[src/hdl/mpdf_pkg.sv]
// ----------------------------------------------------------------------------
// mpdf_pkg
// Shared types, constants and the bytewise CRC-32 for the MPDU
// de-aggregation and FCS check block.
// ----------------------------------------------------------------------------
`default_nettype none

package mpdf_pkg;

   localparam int BYTE_W   = 8;
   localparam int FMT_W    = 2;
   localparam int RATE_W   = 4;
   localparam int OFFS_W   = 22;
   localparam int CRC_W    = 32;
   localparam int COUNT_W  = 32;
   localparam int DLEN_W   = 14;
   localparam int DSHIFT_W = 32;

   localparam logic [FMT_W-1:0] FMT_LEGACY = 2'd0;
   localparam logic [FMT_W-1:0] FMT_HT     = 2'd1;
   localparam logic [FMT_W-1:0] FMT_VHT    = 2'd2;
   localparam logic [FMT_W-1:0] FMT_HT_AGG = 2'd3;

   localparam logic [RATE_W-1:0] LEGACY_RATE_LIMIT = 4'd8;
   localparam logic [DLEN_W-1:0] DELIM_BYTES       = 14'd4;

   localparam logic [CRC_W-1:0] CRC_INIT    = 32'hFFFF_FFFF;
   localparam logic [CRC_W-1:0] CRC_POLY    = 32'hEDB8_8320;
   localparam logic [CRC_W-1:0] CRC_RESIDUE = 32'd558161692;

   typedef enum logic [5:0] {
      PH_DELIM = 6'b000001,
      PH_BODY  = 6'b000010,
      PH_PAD   = 6'b000100,
      PH_DONE  = 6'b001000,
      PH_WHOLE = 6'b010000,
      PH_SKIP  = 6'b100000
   } phase_type;

   typedef struct packed {
      logic [FMT_W-1:0]   out_format;
      logic [OFFS_W-1:0]  mpdu_start;
      logic [OFFS_W-1:0]  mpdu_length;
      logic               fcs_good;
      logic [COUNT_W-1:0] good_total;
   } result_type;

   typedef struct packed {
      logic out_valid;
      logic skid_valid;
   } obuf_status_type;

   function automatic logic [CRC_W-1:0] crc32_byte(input logic [CRC_W-1:0] crc,
                                                   input logic [BYTE_W-1:0] b);
      logic [CRC_W-1:0] c;
      c = crc ^ {{(CRC_W-BYTE_W){1'b0}}, b};
      for (int k = 0; k < BYTE_W; k++) begin
         c = c[0] ? ((c >> 1) ^ CRC_POLY) : (c >> 1);
      end
      return c;
   endfunction

   function automatic logic [DLEN_W-1:0] delim_length(input logic [DSHIFT_W-1:0] ds);
      return {ds[3:2], ds[15:4]};
   endfunction

endpackage

`default_nettype wire

[src/hdl/mpdf_req_if.sv]
// ----------------------------------------------------------------------------
// mpdf_req_if
// Byte channel carrying the decoded PSDU with its format and MCS.
// ----------------------------------------------------------------------------
`default_nettype none

interface mpdf_req_if import mpdf_pkg::*; ();
   logic              valid;
   logic              ready;
   logic [BYTE_W-1:0] data_byte;
   logic              last_byte;
   logic [FMT_W-1:0]  frame_format;
   logic [RATE_W-1:0] rate_index;

   modport source (output valid, data_byte, last_byte, frame_format, rate_index,
                   input ready);
   modport sink (input valid, data_byte, last_byte, frame_format, rate_index,
                 output ready);
endinterface

`default_nettype wire

[src/hdl/mpdf_rsp_if.sv]
// ----------------------------------------------------------------------------
// mpdf_rsp_if
// Result channel carrying one reported MPDU and its FCS status.
// ----------------------------------------------------------------------------
`default_nettype none

interface mpdf_rsp_if import mpdf_pkg::*; ();
   logic               valid;
   logic               ready;
   logic [FMT_W-1:0]   out_format;
   logic [OFFS_W-1:0]  mpdu_start;
   logic [OFFS_W-1:0]  mpdu_length;
   logic               fcs_good;
   logic [COUNT_W-1:0] good_total;

   modport source (output valid, out_format, mpdu_start, mpdu_length, fcs_good,
                   good_total, input ready);
   modport sink (input valid, out_format, mpdu_start, mpdu_length, fcs_good,
                 good_total, output ready);
endinterface

`default_nettype wire

[src/hdl/mpdf_step.sv]
// ----------------------------------------------------------------------------
// mpdf_step
// Per-byte parser state: delimiter parsing, CRC-32 over each MPDU, padding,
// and the running count of good frames.
// ----------------------------------------------------------------------------
`default_nettype none

module mpdf_step import mpdf_pkg::*; #(
   parameter int PSDU_BYTES_MAX = 4194304
) (
   input  wire logic              clock,
   input  wire logic              reset,
   input  wire logic              accept,
   input  wire logic [BYTE_W-1:0] data_byte,
   input  wire logic              last_byte,
   input  wire logic [FMT_W-1:0]  frame_format,
   input  wire logic [RATE_W-1:0] rate_index,
   output logic                   emit,
   output result_type             result
);

   localparam int POS_W  = $clog2(PSDU_BYTES_MAX + 1);
   localparam int WIDE_W = (POS_W > OFFS_W) ? POS_W : OFFS_W;

   phase_type            phase_ff, phase_in;
   logic [POS_W-1:0]     pos_ff, pos_in;
   logic [DSHIFT_W-1:0]  dshift_ff, dshift_in;
   logic [DLEN_W-1:0]    left_ff, left_in;
   logic [CRC_W-1:0]     crc_ff, crc_in;
   logic                 eof_ff, eof_in;
   logic [FMT_W-1:0]     fmt_ff, fmt_in;
   logic [RATE_W-1:0]    rate_ff, rate_in;
   logic [COUNT_W-1:0]   count_ff, count_in;

   logic                 first;
   phase_type            phase_cur;
   logic [DSHIFT_W-1:0]  dshift_cur, dshift_next;
   logic [DLEN_W-1:0]    left_cur, left_dec, left_inc;
   logic [CRC_W-1:0]     crc_cur, crc_next;
   logic                 eof_cur;
   logic [POS_W-1:0]     pos_inc;
   logic [WIDE_W-1:0]    pos_wide;
   logic [OFFS_W-1:0]    pos_end;
   logic [DLEN_W-1:0]    new_len, cur_len;
   logic [1:0]           pad_len;
   logic                 crc_ok;

   assign first       = (pos_ff == '0);
   assign fmt_in      = (accept && first) ? frame_format : fmt_ff;
   assign rate_in     = (accept && first) ? rate_index : rate_ff;
   assign dshift_cur  = first ? '0 : dshift_ff;
   assign left_cur    = first ? '0 : left_ff;
   assign crc_cur     = first ? CRC_INIT : crc_ff;
   assign eof_cur     = first ? 1'b0 : eof_ff;
   assign crc_next    = crc32_byte(crc_cur, data_byte);
   assign crc_ok      = ((~crc_next) == CRC_RESIDUE);
   assign dshift_next = {data_byte, dshift_cur[DSHIFT_W-1:BYTE_W]};
   assign left_inc    = left_cur + DLEN_W'(1);
   assign left_dec    = (left_cur != '0) ? left_cur - DLEN_W'(1) : '0;
   assign new_len     = delim_length(dshift_next);
   assign cur_len     = delim_length(dshift_cur);
   assign pad_len     = 2'd0 - cur_len[1:0];
   assign pos_inc     = pos_ff + POS_W'(1);
   assign pos_wide    = WIDE_W'(pos_inc);
   assign pos_end     = pos_wide[OFFS_W-1:0];

   always_comb begin
      if (!first) begin
         phase_cur = phase_ff;
      end else if (frame_format == FMT_VHT) begin
         phase_cur = PH_DELIM;
      end else if (frame_format == FMT_HT_AGG) begin
         phase_cur = PH_SKIP;
      end else begin
         phase_cur = PH_WHOLE;
      end
   end

   always_comb begin
      phase_in  = phase_ff;
      pos_in    = pos_ff;
      dshift_in = dshift_ff;
      left_in   = left_ff;
      crc_in    = crc_ff;
      eof_in    = eof_ff;
      count_in  = count_ff;
      emit      = 1'b0;
      result    = '0;
      if (accept) begin
         phase_in  = phase_cur;
         dshift_in = dshift_cur;
         left_in   = left_cur;
         crc_in    = crc_cur;
         eof_in    = eof_cur;
         if (pos_ff >= POS_W'(PSDU_BYTES_MAX)) begin
            phase_in = PH_SKIP;
         end else begin
            pos_in = pos_inc;
            case (phase_cur)
               PH_WHOLE: begin
                  crc_in = crc_next;
                  if (last_byte) begin
                     count_in = count_ff + COUNT_W'(crc_ok);
                     if (!(fmt_in == FMT_LEGACY && rate_in >= LEGACY_RATE_LIMIT)) begin
                        emit               = 1'b1;
                        result.out_format  = fmt_in;
                        result.mpdu_start  = '0;
                        result.mpdu_length = pos_end;
                        result.fcs_good    = crc_ok;
                        result.good_total  = count_in;
                     end
                  end
               end
               PH_DELIM: begin
                  dshift_in = dshift_next;
                  left_in   = left_inc;
                  if (left_inc >= DELIM_BYTES) begin
                     eof_in = dshift_next[0];
                     if (new_len == '0) begin
                        left_in  = '0;
                        phase_in = dshift_next[0] ? PH_DONE : PH_DELIM;
                     end else begin
                        left_in  = new_len;
                        crc_in   = CRC_INIT;
                        phase_in = PH_BODY;
                     end
                  end
               end
               PH_BODY: begin
                  crc_in  = crc_next;
                  left_in = left_dec;
                  if (left_dec == '0) begin
                     count_in           = count_ff + COUNT_W'(crc_ok);
                     emit               = 1'b1;
                     result.out_format  = FMT_VHT;
                     result.mpdu_start  = pos_end - OFFS_W'(cur_len);
                     result.mpdu_length = OFFS_W'(cur_len);
                     result.fcs_good    = crc_ok;
                     result.good_total  = count_in;
                     if (eof_cur) begin
                        phase_in = PH_DONE;
                     end else if (cur_len[1:0] != 2'd0) begin
                        left_in  = {{(DLEN_W-2){1'b0}}, pad_len};
                        phase_in = PH_PAD;
                     end else begin
                        phase_in = PH_DELIM;
                     end
                  end
               end
               PH_PAD: begin
                  left_in = left_dec;
                  if (left_dec == '0) begin
                     phase_in = PH_DELIM;
                  end
               end
               default: begin
               end
            endcase
         end
         if (last_byte) begin
            phase_in  = PH_DELIM;
            pos_in    = '0;
            dshift_in = '0;
            left_in   = '0;
            crc_in    = CRC_INIT;
            eof_in    = 1'b0;
         end
      end
   end

   always_ff @(posedge clock) begin
      if (reset) begin
         phase_ff  <= PH_DELIM;
         pos_ff    <= '0;
         dshift_ff <= '0;
         left_ff   <= '0;
         crc_ff    <= CRC_INIT;
         eof_ff    <= 1'b0;
         fmt_ff    <= '0;
         rate_ff   <= '0;
         count_ff  <= '0;
      end else begin
         phase_ff  <= phase_in;
         pos_ff    <= pos_in;
         dshift_ff <= dshift_in;
         left_ff   <= left_in;
         crc_ff    <= crc_in;
         eof_ff    <= eof_in;
         fmt_ff    <= fmt_in;
         rate_ff   <= rate_in;
         count_ff  <= count_in;
      end
   end

endmodule

`default_nettype wire

[src/hdl/mpdf_obuf.sv]
// ----------------------------------------------------------------------------
// mpdf_obuf
// Result register with a skid stage, so that input bytes keep flowing while
// a finished result waits on the output channel.
// ----------------------------------------------------------------------------
`default_nettype none

module mpdf_obuf import mpdf_pkg::*; (
   input  wire logic    clock,
   input  wire logic    reset,
   input  wire logic    push,
   input  result_type   push_data,
   mpdf_rsp_if.source   rsp_bus,
   output obuf_status_type status
);

   logic       out_valid_ff, out_valid_in;
   logic       skid_valid_ff, skid_valid_in;
   result_type out_data_ff, out_data_in;
   result_type skid_data_ff, skid_data_in;
   logic       pop;

   assign pop = out_valid_ff && rsp_bus.ready;

   always_comb begin
      out_valid_in  = out_valid_ff;
      skid_valid_in = skid_valid_ff;
      out_data_in   = out_data_ff;
      skid_data_in  = skid_data_ff;
      if (skid_valid_ff) begin
         if (pop) begin
            out_data_in   = skid_data_ff;
            skid_valid_in = 1'b0;
         end
      end else if (push) begin
         if (!out_valid_ff || pop) begin
            out_data_in  = push_data;
            out_valid_in = 1'b1;
         end else begin
            skid_data_in  = push_data;
            skid_valid_in = 1'b1;
         end
      end else if (pop) begin
         out_valid_in = 1'b0;
      end
   end

   always_ff @(posedge clock) begin
      if (reset) begin
         out_valid_ff  <= 1'b0;
         skid_valid_ff <= 1'b0;
      end else begin
         out_valid_ff  <= out_valid_in;
         skid_valid_ff <= skid_valid_in;
      end
      out_data_ff  <= out_data_in;
      skid_data_ff <= skid_data_in;
   end

   assign rsp_bus.valid       = out_valid_ff;
   assign rsp_bus.out_format  = out_data_ff.out_format;
   assign rsp_bus.mpdu_start  = out_data_ff.mpdu_start;
   assign rsp_bus.mpdu_length = out_data_ff.mpdu_length;
   assign rsp_bus.fcs_good    = out_data_ff.fcs_good;
   assign rsp_bus.good_total  = out_data_ff.good_total;

   assign status.out_valid  = out_valid_ff;
   assign status.skid_valid = skid_valid_ff;

endmodule

`default_nettype wire

[src/hdl/mpdu_deaggregate_fcs_check_unit.sv]
// ----------------------------------------------------------------------------
// mpdu_deaggregate_fcs_check_unit
// Takes one PSDU byte per cycle and reports each MPDU with its CRC-32 FCS
// status, except legacy frames at rate index 8 or more and aggregated HT
// frames. Throughput is one byte per cycle, set by the bytewise CRC and
// parser update; input stalls only while both the result register and the
// skid stage hold results. Synchronous reset clears the parser, the
// good-frame count and the output stages.
// ----------------------------------------------------------------------------
`default_nettype none

module mpdu_deaggregate_fcs_check_unit import mpdf_pkg::*; #(
   parameter int PSDU_BYTES_MAX = 4194304
) (
   input  wire logic clock,
   input  wire logic reset,
   mpdf_req_if.sink   req_bus,
   mpdf_rsp_if.source rsp_bus
);

   logic            accept;
   logic            emit;
   result_type      result;
   obuf_status_type status;

   assign req_bus.ready = !status.skid_valid;
   assign accept        = req_bus.valid && req_bus.ready;

   mpdf_step #(
      .PSDU_BYTES_MAX(PSDU_BYTES_MAX)
   ) u_step (
      .clock       (clock),
      .reset       (reset),
      .accept      (accept),
      .data_byte   (req_bus.data_byte),
      .last_byte   (req_bus.last_byte),
      .frame_format(req_bus.frame_format),
      .rate_index  (req_bus.rate_index),
      .emit        (emit),
      .result      (result)
   );

   mpdf_obuf u_obuf (
      .clock    (clock),
      .reset    (reset),
      .push     (emit),
      .push_data(result),
      .rsp_bus  (rsp_bus),
      .status   (status)
   );

   a_skid_implies_out: assert property (@(posedge clock) disable iff (reset)
      status.skid_valid |-> status.out_valid)
      else $error("skid stage holds a result while the output register is empty");

   a_no_agg_format: assert property (@(posedge clock) disable iff (reset)
      rsp_bus.valid |-> (rsp_bus.out_format != FMT_HT_AGG))
      else $error("aggregated HT frame reported");

   a_reset_clears: assert property (@(posedge clock)
      reset |=> (!rsp_bus.valid && req_bus.ready))
      else $error("output stages not cleared by reset");

endmodule

`default_nettype wire
[src/flat_wrapper.sv]
// flat-port wrapper written by rule: the top's interface ports become plain ports
module mpdu_deaggregate_fcs_check_unit_flat import mpdf_pkg::*;
#(
   parameter int PSDU_BYTES_MAX = 4194304
)
  (clock, reset, req_bus_valid, req_bus_data_byte, req_bus_last_byte, req_bus_frame_format, req_bus_rate_index, req_bus_ready, rsp_bus_valid, rsp_bus_out_format, rsp_bus_mpdu_start, rsp_bus_mpdu_length, rsp_bus_fcs_good, rsp_bus_good_total, rsp_bus_ready);
  mpdf_req_if req_bus_i ();
  mpdf_rsp_if rsp_bus_i ();
  input  wire logic clock;
  input  wire logic reset;
  input wire logic [$bits(req_bus_i.valid)-1:0] req_bus_valid;
  input wire logic [$bits(req_bus_i.data_byte)-1:0] req_bus_data_byte;
  input wire logic [$bits(req_bus_i.last_byte)-1:0] req_bus_last_byte;
  input wire logic [$bits(req_bus_i.frame_format)-1:0] req_bus_frame_format;
  input wire logic [$bits(req_bus_i.rate_index)-1:0] req_bus_rate_index;
  output wire logic [$bits(req_bus_i.ready)-1:0] req_bus_ready;
  output wire logic [$bits(rsp_bus_i.valid)-1:0] rsp_bus_valid;
  output wire logic [$bits(rsp_bus_i.out_format)-1:0] rsp_bus_out_format;
  output wire logic [$bits(rsp_bus_i.mpdu_start)-1:0] rsp_bus_mpdu_start;
  output wire logic [$bits(rsp_bus_i.mpdu_length)-1:0] rsp_bus_mpdu_length;
  output wire logic [$bits(rsp_bus_i.fcs_good)-1:0] rsp_bus_fcs_good;
  output wire logic [$bits(rsp_bus_i.good_total)-1:0] rsp_bus_good_total;
  input wire logic [$bits(rsp_bus_i.ready)-1:0] rsp_bus_ready;
  assign req_bus_i.valid = req_bus_valid;
  assign req_bus_i.data_byte = req_bus_data_byte;
  assign req_bus_i.last_byte = req_bus_last_byte;
  assign req_bus_i.frame_format = req_bus_frame_format;
  assign req_bus_i.rate_index = req_bus_rate_index;
  assign req_bus_ready = req_bus_i.ready;
  assign rsp_bus_valid = rsp_bus_i.valid;
  assign rsp_bus_out_format = rsp_bus_i.out_format;
  assign rsp_bus_mpdu_start = rsp_bus_i.mpdu_start;
  assign rsp_bus_mpdu_length = rsp_bus_i.mpdu_length;
  assign rsp_bus_fcs_good = rsp_bus_i.fcs_good;
  assign rsp_bus_good_total = rsp_bus_i.good_total;
  assign rsp_bus_i.ready = rsp_bus_ready;
  mpdu_deaggregate_fcs_check_unit #(.PSDU_BYTES_MAX(PSDU_BYTES_MAX)) u_core (.clock(clock), .reset(reset), .req_bus(req_bus_i), .rsp_bus(rsp_bus_i));
endmodule
[config.mk]
export PLATFORM = sky130hd
export DESIGN_NAME = mpdu_deaggregate_fcs_check_unit_flat
export DESIGN_NICKNAME = d
export VERILOG_FILES = /design/src/hdl/mpdf_pkg.sv /design/src/hdl/mpdf_req_if.sv /design/src/hdl/mpdf_rsp_if.sv /design/src/hdl/mpdf_step.sv /design/src/hdl/mpdf_obuf.sv /design/src/hdl/mpdu_deaggregate_fcs_check_unit.sv /design/src/flat_wrapper.sv
export SDC_FILE = /design/constraint.sdc
export NUM_CORES = 1
export LEC_CHECK = 0
export BUFFER_PORTS_ARGS = -buffer_cell sky130_fd_sc_hd__buf_4
export CAP_MARGIN = 10
export CORE_MARGIN = 4
export CORE_UTILIZATION = 25
export CTS_BUF_LIST = sky130_fd_sc_hd__clkbuf_8
export CTS_CLUSTER_SIZE = 30
export DETAILED_ROUTE_END_ITERATION = 8
export PLACE_DENSITY = 0.44
export SYNTH_ARGS = -nofsm -noshare
export SYNTH_HDL_FRONTEND = slang
export SYNTH_HIERARCHICAL = 1
export SYNTH_SLANG_ARGS = --single-unit
[constraint.sdc]
create_clock -name clock -period 14.8 [get_ports clock]
set_input_delay 1.48 -clock clock [delete_from_list [all_inputs] [get_ports clock]]
set_output_delay 1.48 -clock clock [all_outputs]
set_load 0.01 [all_outputs]
==> results.sh, run 1 <==
export IMPL_syn_nets=1798
export IMPL_insertion_delay_ns=0.65
export IMPL_syn_area_per_cell_um2=9.73
export IMPL_area_growth_pct=15.8
export IMPL_drt_vias_per_instance=4.94
export IMPL_seqPwrFrac=0.456
export IMPL_setup_viol=0
export IMPL_grt_max_degree=89
export IMPL_fin_area_um2=19800
export IMPL_vdd_ir_drop_max_uv=55.9
export IMPL_wl_per_cell_um=18.0
export IMPL_worstPathRequired_ns=15.18
export IMPL_drtIter0Drc=910
export IMPL_hp_class="register to register"
export IMPL_antenna_found_initial=1
export IMPL_syn_inst=1756
export IMPL_placed_area_um2=18600
export IMPL_grt_overflow_total=0
export IMPL_cts_buffer_depth=3
export IMPL_start_util=0.253
export IMPL_leakagePower_nw=6.75
export IMPL_crit_top_cell="nand4_1"
export IMPL_crit_path_start_kind="register"
export IMPL_track_usage=0.131
export IMPL_cts_resized_gates=0
export IMPL_crit_slowest_cell="dfxtp_1"
export IMPL_wl_um=49400
export IMPL_p_switching_w=0.000527
export IMPL_final_hold_viol_count=0
export IMPL_final_nets=1861
export IMPL_io_buffers=96
export IMPL_die_area_um2=72600
export IMPL_place_hpwl_um=34000
export IMPL_grt_pass1_vias=13200
export IMPL_route_detailed_drc=0
export IMPL_dr_pass1_iters=5
export IMPL_comb_power_share=0.111
export IMPL_root_buffer="clkbuf_8"
export IMPL_total_power_w=0.00196
export IMPL_vias=13500
export IMPL_fmax_mhz=129
export IMPL_cts_sinks=301
export IMPL_die_w_um=269
export IMPL_cts_tree="built"
export IMPL_gp_congestion=0.908
export IMPL_rsz0062_at_grt="no"
export IMPL_core_rowCount=95
export IMPL_instances_no_fill=2742
export IMPL_die_h_um=269
export IMPL_htreeDepth=2
export IMPL_path_max_fanout=16
export IMPL_fin_crit_sh=0.522
export IMPL_clkTransAtPathRegs_ns=0.06
export IMPL_tritoncts_num_buffers=57
export IMPL_placeableCoreArea_um2=67500
export IMPL_internal_power_w=0.00143
export IMPL_min_period_ns=7.73
export IMPL_drv_slew=0
export IMPL_worstPathArrival_ns=8.11
export IMPL_clock_skew_ns=0.0278
export IMPL_swShare=0.269
export IMPL_dp_cells=2633
export IMPL_detail_route_antenna_nets=0
export IMPL_critical_path_cell_chain="nor4_2, and4_1, buf_4, a21oi_1, xor2_1, ha_1, or4b_2, nor4_1, nand4_1, a2111oi_0, nand4_1, inv_1, ha_1, and3_1, nand4_1, nor3_2, nand3_1, or4_1, nor2_1, xnor2_1, nor2_1, mux2_2"
export IMPL_ios=100
export IMPL_end_kind="register"
export IMPL_pwr_share_clk=0.433
export IMPL_slowest_delay_ns=0.94
export IMPL_tightest_slew_ns=1.16
export IMPL_timing_max_cap_violations=0
export IMPL_crit_type="register to register"
export IMPL_powerDensity_nw_per_um2=99.1
export IMPL_grt_pass1_wl_um=77600
export IMPL_yosysWarningCount=6
export IMPL_drive_gt1_frac=0.189
export IMPL_tns_ns=0
export IMPL_ctsHoldBuffers=0
export IMPL_fin_util=0.293
export IMPL_synth_area_um2=17100
export IMPL_status="finished clean"
export IMPL_post_cts_buffers=0
export IMPL_max_slew_margin=0.230
==> cell usage in the layout (no fill, tap or decap), types with 23 or more instances in the layout <==
cell type,instances
o21ai_0,60
nor3_1,31
clkbuf_8,75
edfxtp_1,158
inv_1,60
a22oi_1,57
nand2_1,111
nand3_1,53
a21oi_1,88
xnor2_1,133
buf_4,119
xor2_1,71
nand4_1,23
nor3_2,23
nor2_1,249
dfxtp_1,142
mux2_2,83
==> routing by layer <==
layer | global-route usage | up-vias | routed length [µm]
met3 | 0.0282 | 74 | 2820
met2 | 0.208 | 370 | 22400
met1 | 0.178 | 6615 | 22900
li1 | - | 6490 | -
met4 | 0.0404 | 0 | 1270
met5 | 0 | - | 0
==> final cells by class <==
type | instances | area (µm²)
Fill cell | 7086 | 47700
Clock buffer | 75 | 1030
Antenna cell | 1 | 2.50
Multi-Input combinational cell | 1300 | 8830
Sequential cell | 301 | 7610
Timing Repair Buffer | 119 | 893
Clock inverter | 33 | 174
Tap cell | 873 | 1090
Inverter | 40 | 150
==> power by group through the flow <==
stage | Sequential [W] | Combinational (W) | Clock, W
after floorplan | 0.000908 | 0.000159 | 0
after global placement | 0.000911 | 0.000214 | 0
after detailed placement | 0.000911 | 0.000215 | 0
after CTS | 0.000894 | 0.000216 | 0.000884
after global routing | 0.000895 | 0.000235 | 0.000918
final | 0.000894 | 0.000217 | 0.000849
==> state kept, by name (all words and copies together) (netlist names), 6 cells and up <==
| signal | flops |
|---|---|
| u_core/u_obuf/rsp_bus.mpdu_length | 22 |
| u_core/u_step/phase_ff | 6 |
| u_core/u_step/left_ff | 14 |
| u_core/u_step/crc_ff | 32 |
| u_core/u_obuf/rsp_bus.mpdu_start | 22 |
| u_core/u_step/dshift_ff | 30 |
| u_core/u_obuf/rsp_bus.good_total | 32 |
| u_core/u_obuf/skid_data_ff | 79 |
| u_core/u_step/count_ff | 32 |
| u_core/u_step/pos_ff | 23 |
==> final timing paths <==
kind                                                         end  cells past startpoint  slack (ns)                             startpoint
hold reg to reg              u_core/u_step/rate_ff[3]$_SDFF_PP0_                      2        0.48    u_core/u_step/rate_ff[3]$_SDFF_PP0_
setup reg to reg  u_core/u_obuf/rsp_bus.good_total[31]$_DFFE_PP_                     22        7.07  u_core/u_step/pos_ff[22]$_SDFFE_PP0P_
hold / removal               u_core/u_step/rate_ff[3]$_SDFF_PP0_                      2        0.48    u_core/u_step/rate_ff[3]$_SDFF_PP0_
setup / recovery  u_core/u_obuf/rsp_bus.good_total[31]$_DFFE_PP_                     22        7.07  u_core/u_step/pos_ff[22]$_SDFFE_PP0P_
==> through the flow <==
step | setup slack, ns | hold WS [ns]
finish | 7.07 | 0.478
global route | 6.43 | 0.492
CTS | 7.11 | 0.474
detailed placement | 6.72 | 0.466
global placement | 6.71 | 0.448
floorplan | 1.91 | 0.436
==> critical path: cells and delay by family, from the launching register on <==
family	cells	cell delay (ns)
AOI/OAI and AO/OA	2	0.66
buffers and inverters	2	0.39
DFF	1	0.94
muxes	1	0.27
and+or+nand+nor	13	4.01
xor gates and xnor gates	2	0.68
adders and majority gates	2	0.49
Power figures use the tool's default switching activity.
==> inputs of run 2 (changes only) <==
PLACE_DENSITY = 0.45   (was 0.44)
clock period = 6.4 ns   (was 14.8 ns; I/O delays follow)
==> results.sh, run 2 (synthesis gave the netlist of run 1 again) <==
export IMPL_tns_ns=0
export IMPL_final_hold_viol_count=0
export IMPL_fmax_mhz=170
export IMPL_setup_viol=0
export IMPL_tightest_slew_ns=1.26
export IMPL_root_buffer="clkbuf_8"
export IMPL_top_layer_used="met4"
export IMPL_cts_sinks=301
export IMPL_vias=13600
export IMPL_whs_ns=0.245
export IMPL_grt_overflow_total=0
export IMPL_path_max_fanout=12
export IMPL_insertion_delay_ns=0.65
export IMPL_end_kind="register"
export IMPL_detail_route_antenna_nets=0
export IMPL_dr_pass1_iters=7
export IMPL_swShare=0.263
export IMPL_p_switching_w=0.00121
export IMPL_track_usage=0.134
export IMPL_powerDensity_nw_per_um2=229
export IMPL_ctsHoldBuffers=0
export IMPL_min_period_ns=5.89
export IMPL_route_met3_wl_um=2950
export IMPL_final_nets=1888
export IMPL_fin_crit_sh=0.921
export IMPL_min_from="rsp_bus_ready"
export IMPL_place_hpwl_um=35300
export IMPL_area_growth_pct=17.9
export IMPL_clkTransAtPathRegs_ns=0.06
export IMPL_placeableCoreArea_um2=67500
export IMPL_leakagePower_nw=6.91
export IMPL_crit_buf_inv=4
export IMPL_crit_type="register to register"
export IMPL_worstPathRequired_ns=6.75
export IMPL_die_area_um2=72600
export IMPL_rsz0062_at_grt="no"
export IMPL_cts_tree="built"
export IMPL_tritoncts_num_buffers=55
export IMPL_wl_met2_um=22900
export IMPL_hp_class="input port to register"
export IMPL_worstPathArrival_ns=6.25
export IMPL_comb_power_share=0.113
export IMPL_slowest_delay_ns=0.57
export IMPL_grt_max_degree=69
export IMPL_grt_pass1_vias=13400
export IMPL_start_util=0.253
export IMPL_die_w_um=269
export IMPL_drtIter0Drc=966
export IMPL_seqPwrFrac=0.448
export IMPL_top_register="u_core/u_obuf/skid_data_ff"
export IMPL_crit_path_start="u_core/u_step/pos_ff[1]$_SDFFE_PP0P_"
export IMPL_ios=100
export IMPL_pwr_share_clk=0.439
export IMPL_clock_skew_ns=0.0525
export IMPL_status="finished clean"
export IMPL_vdd_ir_drop_max_uv=126
export IMPL_wl_per_cell_um=18.1
export IMPL_routedLengthMet1_um=22800
export IMPL_fin_util=0.299
export IMPL_crit_path_start_kind="register"
export IMPL_core_rowCount=95
export IMPL_reg2reg_from="u_core/u_step/pos_ff[1]$_SDFFE_PP0P_"
export IMPL_htreeDepth=2
export IMPL_drt_vias_per_instance=4.93
export IMPL_antenna_found_initial=2
export IMPL_cts_buffer_depth=3
export IMPL_largest_reg_flops=79
export IMPL_die_h_um=269
export IMPL_final_common_cell="nor2_1"
export IMPL_instances_no_fill=2764
export IMPL_drive_gt1_frac=0.211
export IMPL_wl_um=50100
export IMPL_fillers=7026
export IMPL_grt_pass1_wl_um=78800
export IMPL_max_slew_margin=0.155
export IMPL_dp_cells=2659
export IMPL_io_buffers=96
export IMPL_route_detailed_drc=0
export IMPL_drv_slew=0
export IMPL_crit_slowest_cell="or4b_2"
export IMPL_gp_congestion=0.883
export IMPL_final_cell_mix="nor2_1 (249), edfxtp_1 (158), buf_4 (144), dfxtp_1 (140), xnor2_1 (131)"
export IMPL_path_delay_family="simple AND/OR/NAND/NOR gates"
export IMPL_timing_max_cap_violations=0
export IMPL_internal_power_w=0.00340
run 2: area by class of cell:
class / instances / area (µm²) / area share
flip-flops and latches: 301 / 7620 / 0.378
inverters: 40 / 153 / 0.00757
repair buffers: 148 / 1160 / 0.0576
multi-input cells: 1300 / 8930 / 0.443
well taps: 873 / 1090 / 0.0542
clock inverters: 40 / 364 / 0.0181
clock buffers: 61 / 840 / 0.0416
diodes: 1 / 2.50 / 0.000124
run 2: path summary, 6_finish.rpt:
| check | cells past startpoint | slack, ns | endpoint |
|---|---|---|---|
| setup / recovery | 25 | 0.51 | u_core/u_obuf/rsp_bus.good_total[31]$_DFFE_PP_ |
| hold / removal | 2 | 0.25 | u_core/u_obuf/skid_valid_ff$_SDFF_PP0_ |
| setup reg to reg | 25 | 0.51 | u_core/u_obuf/rsp_bus.good_total[31]$_DFFE_PP_ |
| hold reg to reg | 2 | 0.46 | u_core/u_step/rate_ff[3]$_SDFF_PP0_ |
run 2: what timing repair did:
item / 4_1_cts / 5_1_grt
pin swaps: 0 / 2
resized for setup: 2 / 8
buffers inserted: 0 / 3
endpoints found under the setup margin: 4 / 18
hold endpoints to repair: 0 / 0
run 2: per-stage QoR:
stage                     power, W  cell area, µm²  setup slack, ns
final                      0.00461           20200            0.508
after global routing       0.00482           20200          0.00841
after CTS                  0.00470           20100           0.0467
after detailed placement   0.00262           18900          -0.0174
after global placement     0.00262           18900           -0.201
after floorplan            0.00247           17200           -0.631
run 2: power by group through the flow:
stage          Clock (W)  Sequential (W)  Combinational (W)
6_report         0.00202         0.00207           0.000522
5_1_grt          0.00219         0.00207           0.000567
4_1_cts          0.00211         0.00206           0.000520
3_5_place_dp           0         0.00211           0.000517
3_3_place_gp           0         0.00211           0.000513
2_1_floorplan          0         0.00210           0.000376
run 2: routing by layer:
metal,vias to the layer above,GRT usage
li1,6528,-
met1,6636,0.179
met2,385,0.216
met3,86,0.0290
met4,0,0.0425
met5,-,0
==> inputs of run 3 (changes only) <==
CORE_UTILIZATION = 58   (was 25)
PLACE_DENSITY = 0.83   (was 0.45)
RECOVER_POWER = 50   (was default)
SETUP_SLACK_MARGIN = 0.15   (was default)
==> results.sh, run 3 (synthesis gave the netlist of run 1 again) <==
export IMPL_status="complete, but fails checks"
export IMPL_violations="max-capacitance violations, max-slew violations"
export IMPL_ctsHoldBuffers=0
export IMPL_worstPathArrival_ns=6.30
export IMPL_top_register="u_core/u_obuf/skid_data_ff"
export IMPL_tns_ns=0
export IMPL_grt_overflow_total=0
export IMPL_final_cell_mix="nor2_1 (250), edfxtp_1 (158), dfxtp_1 (140), xnor2_1 (132), nand2_1 (113)"
export IMPL_drtIter0Drc=1573
export IMPL_dp_cells=2163
export IMPL_rsz0062_at_grt="no"
export IMPL_place_ws_ns=0.229
export IMPL_path_delay_family="simple AND/OR/NAND/NOR gates"
export IMPL_cts_sinks=301
export IMPL_grt_pass1_wl_um=70800
export IMPL_crit_slowest_cell="or4_1"
export IMPL_place_hpwl_um=30400
export IMPL_max_slew_margin=-0.134
export IMPL_tightest_slew_ns=1.70
export IMPL_area_growth_pct=9.80
export IMPL_route_detailed_drc=0
export IMPL_cts_buffer_depth=3
export IMPL_final_common_cell="nor2_1"
export IMPL_critical_path_cell_chain="inv_1, ha_1, nor4b_4, and4_2, buf_4, nand2_4, buf_4, nand2_1, ha_1, nor3b_2, nand4_1, mux2_1, or4_1, and2_4, nor3_4, o21ai_2, inv_4, mux2i_1, a21oi_4, buf_12"
export IMPL_diodes=0
export IMPL_io_buffers=96
export IMPL_antenna_found_initial=0
export IMPL_crit_path_start_kind="register"
export IMPL_placed_area_um2=18200
export IMPL_htreeDepth=2
export IMPL_cts_tree="built"
export IMPL_gp_congestion=0.982
export IMPL_grt_max_degree=83
export IMPL_insertion_delay_ns=0.58
export IMPL_largest_reg_flops=79
export IMPL_wl_per_cell_um=19.5
export IMPL_fin_area_um2=18800
export IMPL_path_max_fanout=33
export IMPL_worstPathRequired_ns=6.65
export IMPL_ios=100
export IMPL_crit_type="register to register"
export IMPL_leakagePower_nw=6.41
export IMPL_instances_no_fill=2254
export IMPL_crit_buf_inv=5
export IMPL_die_w_um=180
export IMPL_drv_slew=20
export IMPL_drt_vias_per_instance=6.19
export IMPL_slowest_delay_ns=0.57
export IMPL_detail_route_antenna_nets=0
export IMPL_grt_pass1_vias=13400
export IMPL_dr_pass1_iters=6
export IMPL_clkTransAtPathRegs_ns=0.07
export IMPL_min_period_ns=6.05
export IMPL_end_kind="register"
export IMPL_die_h_um=180
export IMPL_vias=13900
export IMPL_setup_viol=0
export IMPL_tritoncts_num_buffers=49
export IMPL_powerDensity_nw_per_um2=219
export IMPL_vdd_ir_drop_max_uv=198
export IMPL_post_cts_buffers=0
export IMPL_core_rowCount=62
export IMPL_root_buffer="clkbuf_8"
export IMPL_drive_gt1_frac=0.141
export IMPL_hp_class="input port to register"
export IMPL_timing_max_cap_violations=1
export IMPL_setup_ws_ns=0.354
export IMPL_track_usage=0.261
export IMPL_placeableCoreArea_um2=28900
export IMPL_fin_crit_sh=0.945
export IMPL_die_area_um2=32300
export IMPL_fmax_mhz=165
export IMPL_final_hold_viol_count=0
export IMPL_wl_um=43900
export IMPL_final_nets=1873
export IMPL_start_util=0.592
export IMPL_clock_skew_ns=0.0322
[run 3: path summary, 6_finish.rpt]
check                                  startpoint                                        to  slack [ns]  depth (start not counted)
max          u_core/u_step/pos_ff[0]$_SDFFE_PP0P_  u_core/u_obuf/rsp_bus.fcs_good$_DFFE_PP_        0.35                         20
min                                 rsp_bus_ready    u_core/u_obuf/skid_valid_ff$_SDFF_PP0_        0.33                          2
max reg2reg  u_core/u_step/pos_ff[0]$_SDFFE_PP0P_  u_core/u_obuf/rsp_bus.fcs_good$_DFFE_PP_        0.35                         20
min reg2reg   u_core/u_step/rate_ff[3]$_SDFF_PP0_       u_core/u_step/rate_ff[3]$_SDFF_PP0_        0.46                          2
[run 3: worst reg2reg max path: cells and delay by family (launching register included)]
family	cells	cell delay (ns)
buffers and inverters	5	0.99
flip-flops	1	0.37
adder cells (fa/ha/maj)	2	0.53
AND/OR/NAND/NOR	9	2.64
multiplexers	2	0.51
AO/OA/AOI/OAI	2	0.66
[run 3: report_power, final]
part	leakage (nW)	switching, W	internal (W)
Clock	0.545	0.000762	0.000785
Sequential	2.62	0.0000268	0.00204
Combinational	3.25	0.000311	0.000191
[run 3: through the flow]
stage               hold slack, ns  total power (W)  utilization
floorplan                    0.436          0.00247            -
CTS                          0.291          0.00413        0.662
finish                       0.332          0.00412        0.650
global placement             0.446          0.00259        0.631
detailed placement           0.457          0.00260        0.631
global route                 0.321          0.00429        0.650
[run 3: per-layer routing]
metal	share of wire	GRT usage
met5	0	0
met4	0.040	0.102
met3	0.082	0.0418
met2	0.47	0.424
met1	0.41	0.353
[run 3: final cells by class]
cell class / count / area (µm²)
multi-input combinational: 1300 / 8840
fill: 2305 / 10100
inverter: 40 / 153
clock inverter: 35 / 144
tap: 384 / 480
sequential: 301 / 7610
timing repair buffer: 139 / 776
clock buffer: 55 / 757
[run 3: repair_timing]
item | 4_1_cts | 5_1_grt
setup endpoints to repair | 1 | 17
gates resized for setup | 1 | 10
endpoints found under the hold margin | 0 | 0
pin swaps | 0 | 1
